--- config.mk ---
export PLATFORM = sky130hd
export DESIGN_NAME = tty_canonical_line_editor_flat
export DESIGN_NICKNAME = d
export VERILOG_FILES = /design/src/rtl/core/tle_pkg.sv /design/src/rtl/core/tle_if.sv /design/src/rtl/core/tty_canonical_line_editor.sv /design/src/rtl/core/tle_dp.sv /design/src/rtl/core/tle_ctrl.sv /design/src/flat_wrapper.sv
export VERILOG_INCLUDE_DIRS = /design/src /design/src/rtl/core
export SDC_FILE = /design/constraint.sdc
export NUM_CORES = 1
export LEC_CHECK = 0
export BUFFER_PORTS_ARGS = -buffer_cell sky130_fd_sc_hd__buf_2
export CAP_MARGIN = 25
export CORE_MARGIN = 4
export CORE_UTILIZATION = 40
export CTS_BUF_LIST = sky130_fd_sc_hd__clkbuf_16
export CTS_CLUSTER_DIAMETER = 100
export DETAILED_ROUTE_END_ITERATION = 6
export GPL_ROUTABILITY_DRIVEN = 0
export PLACE_DENSITY = 0.54
export SLEW_MARGIN = 5
export SYNTH_ARGS = -nofsm -noshare
export SYNTH_HDL_FRONTEND = slang
export SYNTH_HIERARCHICAL = 1
export SYNTH_SLANG_ARGS = --single-unit
--- constraint.sdc ---
create_clock -name clk_i -period 12.9 [get_ports clk_i]
set_input_delay 0.645 -clock clk_i [delete_from_list [all_inputs] [get_ports clk_i]]
set_output_delay 0.645 -clock clk_i [all_outputs]
set_load 0.01 [all_outputs]
--- src/rtl/core/assert_macros.svh ---
// Assertion macros used by the line editor datapath.
`ifndef ASSERT_MACROS_SVH
`define ASSERT_MACROS_SVH

// The property must hold at every rising clock edge outside reset.
`define TLE_ASSERT(lbl, clk, rstn, prop, msg) \
  lbl: assert property (@(posedge clk) disable iff (!(rstn)) (prop)) else $error(msg);

// The condition must never be true at a rising clock edge outside reset.
`define TLE_ASSERT_NEVER(lbl, clk, rstn, cond, msg) \
  lbl: assert property (@(posedge clk) disable iff (!(rstn)) !(cond)) else $error(msg);

`endif

--- src/rtl/core/tle_pkg.sv ---
// Shared constants, codes and command/status types of the line editor.
package tle_pkg;

  localparam int RING_DEPTH = 64;
  localparam int IDX_W      = (RING_DEPTH > 1) ? $clog2(RING_DEPTH) : 1;
  localparam int BYTE_W     = 8;
  localparam int KIND_W     = 3;
  localparam int MODE_W     = 3;
  localparam int CFG_IDX_W  = 3;
  localparam int CFG_DATA_W = 8;

  // Bit positions inside the mode register.
  localparam int MODE_ISIG  = 0;
  localparam int MODE_CANON = 1;
  localparam int MODE_ECHO  = 2;

  localparam logic [MODE_W-1:0] MODE_RESET  = 3'd7;
  localparam logic [BYTE_W-1:0] INTR_RESET  = 8'd3;
  localparam logic [BYTE_W-1:0] ERASE_RESET = 8'd8;
  localparam logic [BYTE_W-1:0] KILL_RESET  = 8'd21;

  localparam logic [BYTE_W-1:0] CH_BS    = 8'h08;
  localparam logic [BYTE_W-1:0] CH_LF    = 8'h0A;
  localparam logic [BYTE_W-1:0] CH_CR    = 8'h0D;
  localparam logic [BYTE_W-1:0] CH_SP    = 8'h20;
  localparam logic [BYTE_W-1:0] CH_CARET = 8'h5E;
  localparam logic [BYTE_W-1:0] CH_C     = 8'h43;

  typedef enum logic [CFG_IDX_W-1:0] {
    CFG_MODE  = 3'd0,
    CFG_INTR  = 3'd1,
    CFG_ERASE = 3'd2,
    CFG_KILL  = 3'd3,
    CFG_FG    = 3'd4
  } tle_cfg_reg_e;

  typedef enum logic [KIND_W-1:0] {
    KIND_ECHO  = 3'd0,
    KIND_DATA  = 3'd1,
    KIND_SIG   = 3'd2,
    KIND_WAKE  = 3'd3,
    KIND_EMPTY = 3'd4
  } tle_kind_e;

  // Class of a received byte, in priority order.
  typedef enum logic [2:0] {
    CLS_INTR  = 3'd0,
    CLS_ERASE = 3'd1,
    CLS_KILL  = 3'd2,
    CLS_EOL   = 3'd3,
    CLS_OTHER = 3'd4
  } tle_cls_e;

  // Source of the byte in an emitted result.
  typedef enum logic [2:0] {
    BSEL_ZERO  = 3'd0,
    BSEL_IN    = 3'd1,
    BSEL_RD    = 3'd2,
    BSEL_LF    = 3'd3,
    BSEL_BS    = 3'd4,
    BSEL_SP    = 3'd5,
    BSEL_CARET = 3'd6,
    BSEL_C     = 3'd7
  } tle_bsel_e;

  typedef struct packed {
    logic      item_load;
    logic      rd_en;
    logic      rd_prev;
    logic      push;
    logic      push_lf;
    logic      pop;
    logic      dec_wr;
    logic      emit;
    tle_kind_e kind;
    tle_bsel_e bsel;
    logic      eol;
    logic      last;
  } tle_cmd_t;

  typedef struct packed {
    logic     is_read;
    tle_cls_e cls;
    logic     empty;
    logic     full;
    logic     rd_is_lf;
    logic     rd_is_intr;
    logic     echo;
    logic     canon;
    logic     fg;
    logic     emit_ok;
  } tle_sts_t;

endpackage

--- src/rtl/core/tle_if.sv ---
// Valid/ready channel interfaces for input items, results and configuration writes.
interface tle_in_if;
  logic                        valid;
  logic                        ready;
  logic                        action;
  logic [tle_pkg::BYTE_W-1:0]  in_byte;

  modport source (output valid, output action, output in_byte, input ready);
  modport sink   (input valid, input action, input in_byte, output ready);
endinterface

interface tle_out_if;
  logic                        valid;
  logic                        ready;
  logic [tle_pkg::KIND_W-1:0]  kind;
  logic [tle_pkg::BYTE_W-1:0]  out_byte;
  logic                        end_of_line;
  logic                        last;

  modport source (output valid, output kind, output out_byte, output end_of_line,
                  output last, input ready);
  modport sink   (input valid, input kind, input out_byte, input end_of_line,
                  input last, output ready);
endinterface

interface tle_cfg_if;
  logic                            valid;
  logic                            ready;
  logic [tle_pkg::CFG_IDX_W-1:0]   index;
  logic [tle_pkg::CFG_DATA_W-1:0]  data;

  modport source (output valid, output index, output data, input ready);
  modport sink   (input valid, input index, input data, output ready);
endinterface

--- src/rtl/core/tty_canonical_line_editor.sv ---
// Canonical-mode terminal line editor over a byte ring: the top level.
//
// This block is a terminal line discipline. Each input word is either a
// received byte (action 0) or a request from the reader for one byte
// (action 1); each produces zero or more result words, the final one marked
// by last. Received bytes are stored in a ring of RING_DEPTH entries that
// holds at most RING_DEPTH - 1 bytes. In canonical mode the erase byte
// removes the newest byte of the current line and echoes backspace, space,
// backspace; the kill byte removes the whole current line with one
// backspace echo per byte; CR and LF store a newline and wake the reader.
// The interrupt byte is stored when there is room, raises a signal when a
// foreground group is present, and always wakes the reader. A read returns
// the oldest byte; a stored interrupt byte is returned as a newline after a
// "^C" echo when echo is on. One word is handled at a time: the accepting
// state is followed by a decode state and then by the states that give the
// result words, each waiting while the output register cannot take its
// word. A read of an empty ring is answered from the decode state; any
// other read first passes a state for the registered ring read, and a
// stored interrupt byte read with echo on adds its "^C" and newline echoes.
// The ring has a single registered read port, so each byte that kill or
// erase inspects costs a read state: kill passes a test and a check state
// per removed byte, and erase a check state before its echoes. Results
// leave through an output register, so a stalled sink holds the controller
// only when a new result is ready. Configuration writes are always accepted
// and should be issued only while no word is in progress; the ring contents
// need no clearing after reset.
module tty_canonical_line_editor (
  input  logic      clk_i,
  input  logic      rst_ni,
  tle_in_if.sink    in_i,
  tle_out_if.source out_o,
  tle_cfg_if.sink   cfg_i
);

  tle_pkg::tle_cmd_t cmd;
  tle_pkg::tle_sts_t sts;

  // Configuration registers take every write at once.
  assign cfg_i.ready = 1'b1;

  tle_ctrl u_ctrl (
    .clk_i      (clk_i),
    .rst_ni     (rst_ni),
    .in_valid_i (in_i.valid),
    .in_ready_o (in_i.ready),
    .sts_i      (sts),
    .cmd_o      (cmd)
  );

  tle_dp u_dp (
    .clk_i       (clk_i),
    .rst_ni      (rst_ni),
    .in_action_i (in_i.action),
    .in_byte_i   (in_i.in_byte),
    .cfg_valid_i (cfg_i.valid),
    .cfg_index_i (cfg_i.index),
    .cfg_data_i  (cfg_i.data),
    .cmd_i       (cmd),
    .sts_o       (sts),
    .out_valid_o (out_o.valid),
    .out_ready_i (out_o.ready),
    .out_kind_o  (out_o.kind),
    .out_byte_o  (out_o.out_byte),
    .out_eol_o   (out_o.end_of_line),
    .out_last_o  (out_o.last)
  );

endmodule

--- src/rtl/core/tle_dp.sv ---
// Datapath: configuration registers, byte ring with indices, and result register.
`include "assert_macros.svh"

module tle_dp (
  input  logic                           clk_i,
  input  logic                           rst_ni,
  input  logic                           in_action_i,
  input  logic [tle_pkg::BYTE_W-1:0]     in_byte_i,
  input  logic                           cfg_valid_i,
  input  logic [tle_pkg::CFG_IDX_W-1:0]  cfg_index_i,
  input  logic [tle_pkg::CFG_DATA_W-1:0] cfg_data_i,
  input  tle_pkg::tle_cmd_t              cmd_i,
  output tle_pkg::tle_sts_t              sts_o,
  output logic                           out_valid_o,
  input  logic                           out_ready_i,
  output logic [tle_pkg::KIND_W-1:0]     out_kind_o,
  output logic [tle_pkg::BYTE_W-1:0]     out_byte_o,
  output logic                           out_eol_o,
  output logic                           out_last_o
);

  localparam int IW = tle_pkg::IDX_W;

  function automatic logic [IW-1:0] idx_next(input logic [IW-1:0] i);
    idx_next = (i == IW'(tle_pkg::RING_DEPTH - 1)) ? '0 : i + IW'(1);
  endfunction

  function automatic logic [IW-1:0] idx_prev(input logic [IW-1:0] i);
    idx_prev = (i == '0) ? IW'(tle_pkg::RING_DEPTH - 1) : i - IW'(1);
  endfunction

  logic [tle_pkg::MODE_W-1:0] mode_q;
  logic [tle_pkg::BYTE_W-1:0] intr_q, erase_q, kill_q;
  logic                       fg_q;

  logic                       action_q;
  logic [tle_pkg::BYTE_W-1:0] byte_q;

  logic [IW-1:0]              wr_q, rd_q;
  logic [tle_pkg::BYTE_W-1:0] mem [tle_pkg::RING_DEPTH];
  logic [tle_pkg::BYTE_W-1:0] rdata_q;

  logic                       out_valid_q;
  tle_pkg::tle_kind_e         out_kind_q;
  logic [tle_pkg::BYTE_W-1:0] out_byte_q;
  logic                       out_eol_q, out_last_q;

  logic [IW-1:0]              wr_prev;
  logic                       empty, full, emit_ok;
  logic                       isig, canon, echo;
  tle_pkg::tle_cls_e          cls;
  logic [tle_pkg::BYTE_W-1:0] emit_byte;

  assign wr_prev = idx_prev(wr_q);
  assign empty   = (wr_q == rd_q);
  assign full    = (idx_next(wr_q) == rd_q);
  assign emit_ok = !out_valid_q || out_ready_i;
  assign isig    = mode_q[tle_pkg::MODE_ISIG];
  assign canon   = mode_q[tle_pkg::MODE_CANON];
  assign echo    = mode_q[tle_pkg::MODE_ECHO];

  // Configuration registers.
  always_ff @(posedge clk_i or negedge rst_ni) begin
    if (!rst_ni) begin
      mode_q  <= tle_pkg::MODE_RESET;
      intr_q  <= tle_pkg::INTR_RESET;
      erase_q <= tle_pkg::ERASE_RESET;
      kill_q  <= tle_pkg::KILL_RESET;
      fg_q    <= 1'b0;
    end else if (cfg_valid_i) begin
      case (cfg_index_i)
        tle_pkg::CFG_MODE:  mode_q  <= cfg_data_i[tle_pkg::MODE_W-1:0];
        tle_pkg::CFG_INTR:  intr_q  <= cfg_data_i;
        tle_pkg::CFG_ERASE: erase_q <= cfg_data_i;
        tle_pkg::CFG_KILL:  kill_q  <= cfg_data_i;
        tle_pkg::CFG_FG:    fg_q    <= cfg_data_i[0];
        default: ;
      endcase
    end
  end

  // Accepted item.
  always_ff @(posedge clk_i) begin
    if (cmd_i.item_load) begin
      action_q <= in_action_i;
      byte_q   <= in_byte_i;
    end
  end

  // Byte classification, highest priority first.
  always_comb begin
    if (isig && byte_q == intr_q) begin
      cls = tle_pkg::CLS_INTR;
    end else if (canon && (byte_q == erase_q || byte_q == tle_pkg::CH_BS)) begin
      cls = tle_pkg::CLS_ERASE;
    end else if (canon && byte_q == kill_q) begin
      cls = tle_pkg::CLS_KILL;
    end else if (canon && (byte_q == tle_pkg::CH_LF || byte_q == tle_pkg::CH_CR)) begin
      cls = tle_pkg::CLS_EOL;
    end else begin
      cls = tle_pkg::CLS_OTHER;
    end
  end

  // Ring storage with one write port and one registered read port.
  always_ff @(posedge clk_i) begin
    if (cmd_i.push) begin
      mem[wr_q] <= cmd_i.push_lf ? tle_pkg::CH_LF : byte_q;
    end
    if (cmd_i.rd_en) begin
      rdata_q <= mem[cmd_i.rd_prev ? wr_prev : rd_q];
    end
  end

  always_ff @(posedge clk_i or negedge rst_ni) begin
    if (!rst_ni) begin
      wr_q <= '0;
      rd_q <= '0;
    end else begin
      if (cmd_i.push) begin
        wr_q <= idx_next(wr_q);
      end else if (cmd_i.dec_wr) begin
        wr_q <= wr_prev;
      end
      if (cmd_i.pop) begin
        rd_q <= idx_next(rd_q);
      end
    end
  end

  always_comb begin
    case (cmd_i.bsel)
      tle_pkg::BSEL_IN:    emit_byte = byte_q;
      tle_pkg::BSEL_RD:    emit_byte = rdata_q;
      tle_pkg::BSEL_LF:    emit_byte = tle_pkg::CH_LF;
      tle_pkg::BSEL_BS:    emit_byte = tle_pkg::CH_BS;
      tle_pkg::BSEL_SP:    emit_byte = tle_pkg::CH_SP;
      tle_pkg::BSEL_CARET: emit_byte = tle_pkg::CH_CARET;
      tle_pkg::BSEL_C:     emit_byte = tle_pkg::CH_C;
      default:             emit_byte = '0;
    endcase
  end

  // Result register: it takes a new word while the previous one leaves.
  always_ff @(posedge clk_i or negedge rst_ni) begin
    if (!rst_ni) begin
      out_valid_q <= 1'b0;
    end else if (cmd_i.emit) begin
      out_valid_q <= 1'b1;
    end else if (out_ready_i) begin
      out_valid_q <= 1'b0;
    end
  end

  always_ff @(posedge clk_i) begin
    if (cmd_i.emit) begin
      out_kind_q <= cmd_i.kind;
      out_byte_q <= emit_byte;
      out_eol_q  <= cmd_i.eol;
      out_last_q <= cmd_i.last;
    end
  end

  assign out_valid_o = out_valid_q;
  assign out_kind_o  = out_kind_q;
  assign out_byte_o  = out_byte_q;
  assign out_eol_o   = out_eol_q;
  assign out_last_o  = out_last_q;

  always_comb begin
    sts_o.is_read    = action_q;
    sts_o.cls        = cls;
    sts_o.empty      = empty;
    sts_o.full       = full;
    sts_o.rd_is_lf   = (rdata_q == tle_pkg::CH_LF);
    sts_o.rd_is_intr = (rdata_q == intr_q);
    sts_o.echo       = echo;
    sts_o.canon      = canon;
    sts_o.fg         = fg_q;
    sts_o.emit_ok    = emit_ok;
  end

  `TLE_ASSERT_NEVER(a_emit_overwrite, clk_i, rst_ni, cmd_i.emit && !emit_ok, "result overwritten")
  `TLE_ASSERT_NEVER(a_push_full, clk_i, rst_ni, cmd_i.push && full, "push into full ring")
  `TLE_ASSERT_NEVER(a_dec_empty, clk_i, rst_ni, cmd_i.dec_wr && empty, "erase from empty ring")
  `TLE_ASSERT(a_idx_range, clk_i, rst_ni, (wr_q <= IW'(tle_pkg::RING_DEPTH - 1)) && (rd_q <= IW'(tle_pkg::RING_DEPTH - 1)), "ring index out of range")

endmodule

--- src/rtl/core/tle_ctrl.sv ---
// Controller: sequences one item at a time through the datapath.
module tle_ctrl (
  input  logic              clk_i,
  input  logic              rst_ni,
  input  logic              in_valid_i,
  output logic              in_ready_o,
  input  tle_pkg::tle_sts_t sts_i,
  output tle_pkg::tle_cmd_t cmd_o
);

  typedef enum logic [4:0] {
    S_IDLE, S_DEC, S_RD, S_R_CARET, S_R_C, S_R_DATA, S_R_LFECHO,
    S_ER_CHK, S_ER_BS1, S_ER_SP, S_ER_BS2,
    S_KL_TEST, S_KL_CHK, S_KL_END, S_SIG, S_WAKE, S_ECHO
  } state_e;

  state_e state_q, state_d;
  logic   cvt_q, cvt_d;    // read data turned into a newline
  logic   pend_q, pend_d;  // kill has removed a byte whose backspace is not yet sent
  logic   data_lf;

  assign data_lf = cvt_q || sts_i.rd_is_lf;

  always_comb begin
    state_d    = state_q;
    cvt_d      = cvt_q;
    pend_d     = pend_q;
    cmd_o      = '0;
    in_ready_o = (state_q == S_IDLE);

    case (state_q)
      S_IDLE: begin
        if (in_valid_i) begin
          cmd_o.item_load = 1'b1;
          cvt_d   = 1'b0;
          pend_d  = 1'b0;
          state_d = S_DEC;
        end
      end
      S_DEC: begin
        if (sts_i.is_read) begin
          if (sts_i.empty) begin
            if (sts_i.emit_ok) begin
              cmd_o.emit = 1'b1;
              cmd_o.kind = tle_pkg::KIND_EMPTY;
              cmd_o.last = 1'b1;
              state_d    = S_IDLE;
            end
          end else begin
            cmd_o.rd_en = 1'b1;
            cmd_o.pop   = 1'b1;
            state_d     = S_RD;
          end
        end else begin
          case (sts_i.cls)
            tle_pkg::CLS_INTR: begin
              cmd_o.push = !sts_i.full;
              state_d    = sts_i.fg ? S_SIG : S_WAKE;
            end
            tle_pkg::CLS_ERASE: begin
              if (sts_i.empty) begin
                state_d = S_IDLE;
              end else begin
                cmd_o.rd_en   = 1'b1;
                cmd_o.rd_prev = 1'b1;
                state_d       = S_ER_CHK;
              end
            end
            tle_pkg::CLS_KILL: begin
              state_d = S_KL_TEST;
            end
            tle_pkg::CLS_EOL: begin
              cmd_o.push    = !sts_i.full;
              cmd_o.push_lf = 1'b1;
              state_d       = S_WAKE;
            end
            default: begin
              if (sts_i.full) begin
                state_d = S_IDLE;
              end else begin
                cmd_o.push = 1'b1;
                if (sts_i.echo) begin
                  state_d = S_ECHO;
                end else if (!sts_i.canon) begin
                  state_d = S_WAKE;
                end else begin
                  state_d = S_IDLE;
                end
              end
            end
          endcase
        end
      end
      S_RD: begin
        state_d = (sts_i.rd_is_intr && sts_i.echo) ? S_R_CARET : S_R_DATA;
      end
      S_R_CARET: begin
        if (sts_i.emit_ok) begin
          cmd_o.emit = 1'b1;
          cmd_o.kind = tle_pkg::KIND_ECHO;
          cmd_o.bsel = tle_pkg::BSEL_CARET;
          state_d    = S_R_C;
        end
      end
      S_R_C: begin
        if (sts_i.emit_ok) begin
          cmd_o.emit = 1'b1;
          cmd_o.kind = tle_pkg::KIND_ECHO;
          cmd_o.bsel = tle_pkg::BSEL_C;
          cvt_d      = 1'b1;
          state_d    = S_R_DATA;
        end
      end
      S_R_DATA: begin
        if (sts_i.emit_ok) begin
          cmd_o.emit = 1'b1;
          cmd_o.kind = tle_pkg::KIND_DATA;
          cmd_o.bsel = cvt_q ? tle_pkg::BSEL_LF : tle_pkg::BSEL_RD;
          cmd_o.eol  = data_lf;
          cmd_o.last = !(data_lf && sts_i.echo);
          state_d    = (data_lf && sts_i.echo) ? S_R_LFECHO : S_IDLE;
        end
      end
      S_R_LFECHO: begin
        if (sts_i.emit_ok) begin
          cmd_o.emit = 1'b1;
          cmd_o.kind = tle_pkg::KIND_ECHO;
          cmd_o.bsel = tle_pkg::BSEL_LF;
          cmd_o.last = 1'b1;
          state_d    = S_IDLE;
        end
      end
      S_ER_CHK: begin
        if (sts_i.rd_is_lf) begin
          state_d = S_IDLE;
        end else begin
          cmd_o.dec_wr = 1'b1;
          state_d      = sts_i.echo ? S_ER_BS1 : S_IDLE;
        end
      end
      S_ER_BS1: begin
        if (sts_i.emit_ok) begin
          cmd_o.emit = 1'b1;
          cmd_o.kind = tle_pkg::KIND_ECHO;
          cmd_o.bsel = tle_pkg::BSEL_BS;
          state_d    = S_ER_SP;
        end
      end
      S_ER_SP: begin
        if (sts_i.emit_ok) begin
          cmd_o.emit = 1'b1;
          cmd_o.kind = tle_pkg::KIND_ECHO;
          cmd_o.bsel = tle_pkg::BSEL_SP;
          state_d    = S_ER_BS2;
        end
      end
      S_ER_BS2: begin
        if (sts_i.emit_ok) begin
          cmd_o.emit = 1'b1;
          cmd_o.kind = tle_pkg::KIND_ECHO;
          cmd_o.bsel = tle_pkg::BSEL_BS;
          cmd_o.last = 1'b1;
          state_d    = S_IDLE;
        end
      end
      S_KL_TEST: begin
        if (sts_i.empty) begin
          state_d = S_KL_END;
        end else begin
          cmd_o.rd_en   = 1'b1;
          cmd_o.rd_prev = 1'b1;
          state_d       = S_KL_CHK;
        end
      end
      S_KL_CHK: begin
        // The backspace of the previous removal goes out only now, once it is
        // known that another byte follows it.
        if (sts_i.rd_is_lf) begin
          state_d = S_KL_END;
        end else if (pend_q && sts_i.echo) begin
          if (sts_i.emit_ok) begin
            cmd_o.emit   = 1'b1;
            cmd_o.kind   = tle_pkg::KIND_ECHO;
            cmd_o.bsel   = tle_pkg::BSEL_BS;
            cmd_o.dec_wr = 1'b1;
            pend_d       = 1'b1;
            state_d      = S_KL_TEST;
          end
        end else begin
          cmd_o.dec_wr = 1'b1;
          pend_d       = 1'b1;
          state_d      = S_KL_TEST;
        end
      end
      S_KL_END: begin
        if (pend_q && sts_i.echo) begin
          if (sts_i.emit_ok) begin
            cmd_o.emit = 1'b1;
            cmd_o.kind = tle_pkg::KIND_ECHO;
            cmd_o.bsel = tle_pkg::BSEL_BS;
            cmd_o.last = 1'b1;
            state_d    = S_IDLE;
          end
        end else begin
          state_d = S_IDLE;
        end
      end
      S_SIG: begin
        if (sts_i.emit_ok) begin
          cmd_o.emit = 1'b1;
          cmd_o.kind = tle_pkg::KIND_SIG;
          state_d    = S_WAKE;
        end
      end
      S_WAKE: begin
        if (sts_i.emit_ok) begin
          cmd_o.emit = 1'b1;
          cmd_o.kind = tle_pkg::KIND_WAKE;
          cmd_o.last = 1'b1;
          state_d    = S_IDLE;
        end
      end
      S_ECHO: begin
        if (sts_i.emit_ok) begin
          cmd_o.emit = 1'b1;
          cmd_o.kind = tle_pkg::KIND_ECHO;
          cmd_o.bsel = tle_pkg::BSEL_IN;
          cmd_o.last = sts_i.canon;
          state_d    = sts_i.canon ? S_IDLE : S_WAKE;
        end
      end
      default: begin
        state_d = S_IDLE;
      end
    endcase
  end

  always_ff @(posedge clk_i or negedge rst_ni) begin
    if (!rst_ni) begin
      state_q <= S_IDLE;
      cvt_q   <= 1'b0;
      pend_q  <= 1'b0;
    end else begin
      state_q <= state_d;
      cvt_q   <= cvt_d;
      pend_q  <= pend_d;
    end
  end

endmodule

--- src/flat_wrapper.sv ---
// flat-port wrapper written by rule: the top's interface ports become plain ports
module tty_canonical_line_editor_flat 
  (clk_i, rst_ni, in_i_valid, in_i_action, in_i_in_byte, in_i_ready, out_o_valid, out_o_kind, out_o_out_byte, out_o_end_of_line, out_o_last, out_o_ready, cfg_i_valid, cfg_i_index, cfg_i_data, cfg_i_ready);
  tle_in_if in_i_i ();
  tle_out_if out_o_i ();
  tle_cfg_if cfg_i_i ();
  input  logic clk_i;
  input  logic rst_ni;
  input wire logic [$bits(in_i_i.valid)-1:0] in_i_valid;
  input wire logic [$bits(in_i_i.action)-1:0] in_i_action;
  input wire logic [$bits(in_i_i.in_byte)-1:0] in_i_in_byte;
  output wire logic [$bits(in_i_i.ready)-1:0] in_i_ready;
  output wire logic [$bits(out_o_i.valid)-1:0] out_o_valid;
  output wire logic [$bits(out_o_i.kind)-1:0] out_o_kind;
  output wire logic [$bits(out_o_i.out_byte)-1:0] out_o_out_byte;
  output wire logic [$bits(out_o_i.end_of_line)-1:0] out_o_end_of_line;
  output wire logic [$bits(out_o_i.last)-1:0] out_o_last;
  input wire logic [$bits(out_o_i.ready)-1:0] out_o_ready;
  input wire logic [$bits(cfg_i_i.valid)-1:0] cfg_i_valid;
  input wire logic [$bits(cfg_i_i.index)-1:0] cfg_i_index;
  input wire logic [$bits(cfg_i_i.data)-1:0] cfg_i_data;
  output wire logic [$bits(cfg_i_i.ready)-1:0] cfg_i_ready;
  assign in_i_i.valid = in_i_valid;
  assign in_i_i.action = in_i_action;
  assign in_i_i.in_byte = in_i_in_byte;
  assign in_i_ready = in_i_i.ready;
  assign out_o_valid = out_o_i.valid;
  assign out_o_kind = out_o_i.kind;
  assign out_o_out_byte = out_o_i.out_byte;
  assign out_o_end_of_line = out_o_i.end_of_line;
  assign out_o_last = out_o_i.last;
  assign out_o_i.ready = out_o_ready;
  assign cfg_i_i.valid = cfg_i_valid;
  assign cfg_i_i.index = cfg_i_index;
  assign cfg_i_i.data = cfg_i_data;
  assign cfg_i_ready = cfg_i_i.ready;
  tty_canonical_line_editor u_core (.clk_i(clk_i), .rst_ni(rst_ni), .in_i(in_i_i), .out_o(out_o_i), .cfg_i(cfg_i_i));
endmodule
==> insert_results.sql <==
INSERT INTO impl_metrics (metric_group, metric, value, unit) VALUES
('yosys', 'synthDominantCellAreaShare', '0.6533', ''),
('power_and_ir_drop', 'total_power', '5.930', 'mW'),
('grt', 'globalRoute.totalOverflow', '0', ''),
('cts', 'clock_sink_count', '590', ''),
('finish', 'drive_above_1_share', '0.2299', ''),
('finish', 'design.final.nets', '1548', ''),
('die', 'initial_standard_cell_utilization_of_the_core', '0.4037', ''),
('power_and_ir_drop', 'p_sw', '1.866', 'mW'),
('yosys', 'syn-instance-count', '1470', ''),
('grt', 'first_global_vias', '13360', ''),
('sta', 'slew_violations', '0', ''),
('cts', 'tritoncts_clock_tree', 'done', ''),
('yosys', 'postSynthAreaPerCell', '16.95', 'sq um'),
('drt', 'detail_route.wirelength', '59.37', 'mm'),
('yosys', 'synth_area_leader_cell', 'sky130_fd_sc_hd__edfxtp_1', ''),
('critical_path', 'reg2reg_setup_slack', '6.83', 'ns'),
('drt', 'antenna_left', '0', ''),
('power_and_ir_drop', 'worst_vdd_drop', '0.0001236', 'V'),
('job', 'max-cap-violations', '0', ''),
('power_and_ir_drop', 'combinationalPowerShare', '0.283', ''),
('die', 'fp-row-count', '91', ''),
('power_and_ir_drop', 'power.share.sequential', '0.409', ''),
('cts', 'root_buffer', 'sky130_fd_sc_hd__clkbuf_16', ''),
('drt', 'vias', '13370', ''),
('critical_path', 'critPathMaxFanout', '37', ''),
('die', 'die_h', '257.6', 'um'),
('die', 'core-area', '61710', 'sq um'),
('grt', 'met1_routing_resource_usage_after_global_routing', '0.2552', ''),
('power_and_ir_drop', 'power.clock.fraction', '0.307', ''),
('sta', 'finalHoldViolations', '0', ''),
('sta', 'worst-slew-pin-transition', '1.040', 'ns'),
('drt', 'drtPass1Iterations', '5', ''),
('sta', 'finalSetupViolCount', '0', ''),
('grt', 'highest_utilization_routing_layer_at_the_global_route_stage', 'met2', ''),
('yosys', 'synthesized_flop_and_latch_total', '590', ''),
('cts', 'insertion_delay', '0.60', 'ns'),
('finish', 'area_delta_synth_final', '13.08', '%'),
('grt', 'grt_util_all_layers', '0.1783', ''),
('critical_path', 'start_kind', 'register', ''),
('drt', 'drt_iter0_drc', '1249', ''),
('critical_path', 'reg_to_reg_critical_path_startpoint', 'u_core/u_dp/byte_q[0]$_DFFE_PP_', ''),
('drt', 'drc', '0', ''),
('yosys', 'netlist-cell-type-count', '82', ''),
('die', 'chipWidth', '257.6', 'um'),
('power_and_ir_drop', 'p_int', '4.064', 'mW'),
('die', 'fp.dieArea', '66340', 'sq um'),
('critical_path', 'worst-endpoint-required', '13.24', 'ns'),
('finish', 'num_antenna_cells', '0', ''),
('power_and_ir_drop', 'netSwitchingFraction', '0.3147', ''),
('yosys', 'synth_top_cells_by_count', 'sky130_fd_sc_hd__edfxtp_1, sky130_fd_sc_hd__mux4_2, sky130_fd_sc_hd__nor2_1', ''),
('grt', 'maximum_number_of_pins_on_one_net_before_global_route_repair', '65', ''),
('placement', 'numPortBuffers', '39', ''),
('yosys', 'synthesis.area', '24910', 'sq um'),
('cts', 'post-cts-setup-buffers', '0', ''),
('placement', 'dp.final_hpwl', '36.42', 'mm'),
('yosys', 'yosys_warnings', '6', ''),
('finish', 'filler_cells_inserted', '5343', ''),
('finish', 'postLayoutCellArea', '28170', 'sq um'),
('sta', 'setup-tns-final', '0', 'ns'),
('drt', 'vias_per_cell', '5.565', ''),
('critical_path', 'ff_to_ff_path_depth', '17', ''),
('cts', 'clk_transition_reported_paths', '0.06', 'ns'),
('critical_path', 'criticalPathCategory', 'reg2reg', ''),
('critical_path', 'worst_setup_path_end_kind', 'register', ''),
('power_and_ir_drop', 'power_per_cell_area', '210.5', 'nW/um^2'),
('sta', 'finalCritPeriodShare', '0.4706', ''),
('yosys', 'seq_area_frac_synth', '0.7019', ''),
('critical_path', 'arrival', '6.41', 'ns'),
('sta', 'grt_setup_unrepaired', 'false', ''),
('yosys', 'most_common_cell_in_the_netlist', 'sky130_fd_sc_hd__edfxtp_1', ''),
('status', 'status', 'finished clean', '');
[state kept, by name, indices dropped and copies added (netlist names), 3 cells and up]
register,cells
u_core/u_dp/mem,512
u_core/u_dp/byte_q,8
u_core/u_dp/erase_q,8
u_core/u_dp/intr_q,8
u_core/u_dp/kill_q,8
u_core/u_dp/out_byte_o,8
u_core/u_dp/rdata_q,8
u_core/u_dp/rd_q,6
u_core/u_dp/wr_q,6
u_core/u_ctrl/state_q,5
u_core/u_dp/mode_q,3
u_core/u_dp/out_kind_o,3
[per-stage QoR]
| step | instances | utilization | worst slack (ns) | hold slack (ns) |
|---|---|---|---|---|
| global placement | 2288 | 0.4222 | 6.742 | 0.5241 |
| detailed placement | 2288 | 0.4222 | 6.769 | 0.5250 |
| CTS | 2403 | 0.4565 | 6.723 | 0.1664 |
| finish | 2403 | 0.4565 | 6.829 | 0.1626 |
| floorplan | 1470 | - | 8.442 | 0.3494 |
| global route | 2403 | 0.4565 | 6.218 | 0.2201 |
[power groups by stage]
stage                     Combinational, mW  Sequential [mW]  Clock [mW]
after floorplan                        1.26             2.38           0
after detailed placement               1.70             2.46           0
after global routing                   1.82             2.44        1.96
final                                  1.68             2.43        1.82
after global placement                 1.69             2.46           0
after CTS                              1.70             2.43        1.87
[per-layer routing]
layer  routed length, um  part of all wire  vias up
li1                    -                 -     5916
met1               26180              0.44     7005
met2               28500              0.48      366
met3                3375             0.057       84
met4                1315             0.022        2
met5                  13           0.00022        -
[worst max path at each step]
stage	end	slack, ns	depth (start not counted)	from
CTS	u_core/u_dp/rdata_q[5]$_DFFE_PP_	6.72	18	u_core/u_dp/mode_q[1]$_DFFE_PN1P_
global placement	u_core/u_dp/rdata_q[5]$_DFFE_PP_	6.74	17	u_core/u_dp/byte_q[0]$_DFFE_PP_
detailed placement	u_core/u_dp/rdata_q[5]$_DFFE_PP_	6.77	18	u_core/u_dp/mode_q[1]$_DFFE_PN1P_
finish	u_core/u_dp/rdata_q[5]$_DFFE_PP_	6.83	17	u_core/u_dp/byte_q[0]$_DFFE_PP_
floorplan	u_core/u_dp/rdata_q[2]$_DFFE_PP_	8.44	17	u_core/u_dp/byte_q[1]$_DFFE_PP_
global route	u_core/u_dp/rdata_q[5]$_DFFE_PP_	6.22	18	u_core/u_dp/mode_q[1]$_DFFE_PN1P_
[cell usage in the layout, fill, tap and decap left out, types with 23 or more instances in the layout]
cell                        Yosys  layout
sky130_fd_sc_hd__edfxtp_1     542     542
sky130_fd_sc_hd__mux4_2       128     128
sky130_fd_sc_hd__nor2_1       110     110
sky130_fd_sc_hd__nand2_1       99      99
sky130_fd_sc_hd__clkbuf_16      0      69
sky130_fd_sc_hd__nand3_1       56      56
sky130_fd_sc_hd__buf_2         21      39
sky130_fd_sc_hd__dfrtp_1       39      39
sky130_fd_sc_hd__mux2_2        31      31
sky130_fd_sc_hd__buf_4         12      30
sky130_fd_sc_hd__o21ai_0       30      30
sky130_fd_sc_hd__xnor2_1       29      29
sky130_fd_sc_hd__inv_1         12      28
sky130_fd_sc_hd__mux2i_1       26      24
sky130_fd_sc_hd__nor3_1        24      23
sky130_fd_sc_hd__xor2_1        23      23
sky130_fd_sc_hd__nand4_1       23      23
[critical path: stages, from the launching register on]
cell and delay, ns:
sky130_fd_sc_hd__edfxtp_1 0.53, sky130_fd_sc_hd__or3b_2 0.50, sky130_fd_sc_hd__a21oi_1 0.25, sky130_fd_sc_hd__nand2_1 0.08, sky130_fd_sc_hd__a21oi_1 0.40, sky130_fd_sc_hd__nor3b_1 0.37, sky130_fd_sc_hd__nand4_1 0.15, sky130_fd_sc_hd__o31a_1 0.15
sky130_fd_sc_hd__nor2_1 0.10, sky130_fd_sc_hd__buf_4 0.26, sky130_fd_sc_hd__mux2i_4 0.27, sky130_fd_sc_hd__buf_4 0.51, sky130_fd_sc_hd__buf_4 0.72, sky130_fd_sc_hd__mux4_2 0.60, sky130_fd_sc_hd__mux2_2 0.29, sky130_fd_sc_hd__o22ai_1 0.18
sky130_fd_sc_hd__o21ai_0 0.18, sky130_fd_sc_hd__and3_1 0.21
[kinds of logic after synthesis]
logic type	Yosys count	synth area share
buffers and inverters	100	0.01944
xor gates and xnor gates	52	0.01828
and+or+nand+nor	410	0.08271
other	1	0.0001505
muxes	185	0.1402
DFF	590	0.7019
AOI/OAI and AO/OA	128	0.03531
adders and majority gates	4	0.002009
[layout make-up]
cell class | instances | area [sq um] | area share
Tap cell | 837 | 1047 | 0.03717
Inverter | 12 | 45.04 | 0.001599
Multi-Input combinational cell | 780 | 7053 | 0.2504
Clock inverter | 46 | 391.6 | 0.01390
Clock buffer | 69 | 1727 | 0.06129
Sequential cell | 590 | 17490 | 0.6208
Timing Repair Buffer | 69 | 420.4 | 0.01492
(Power assumes the default switching activity.)
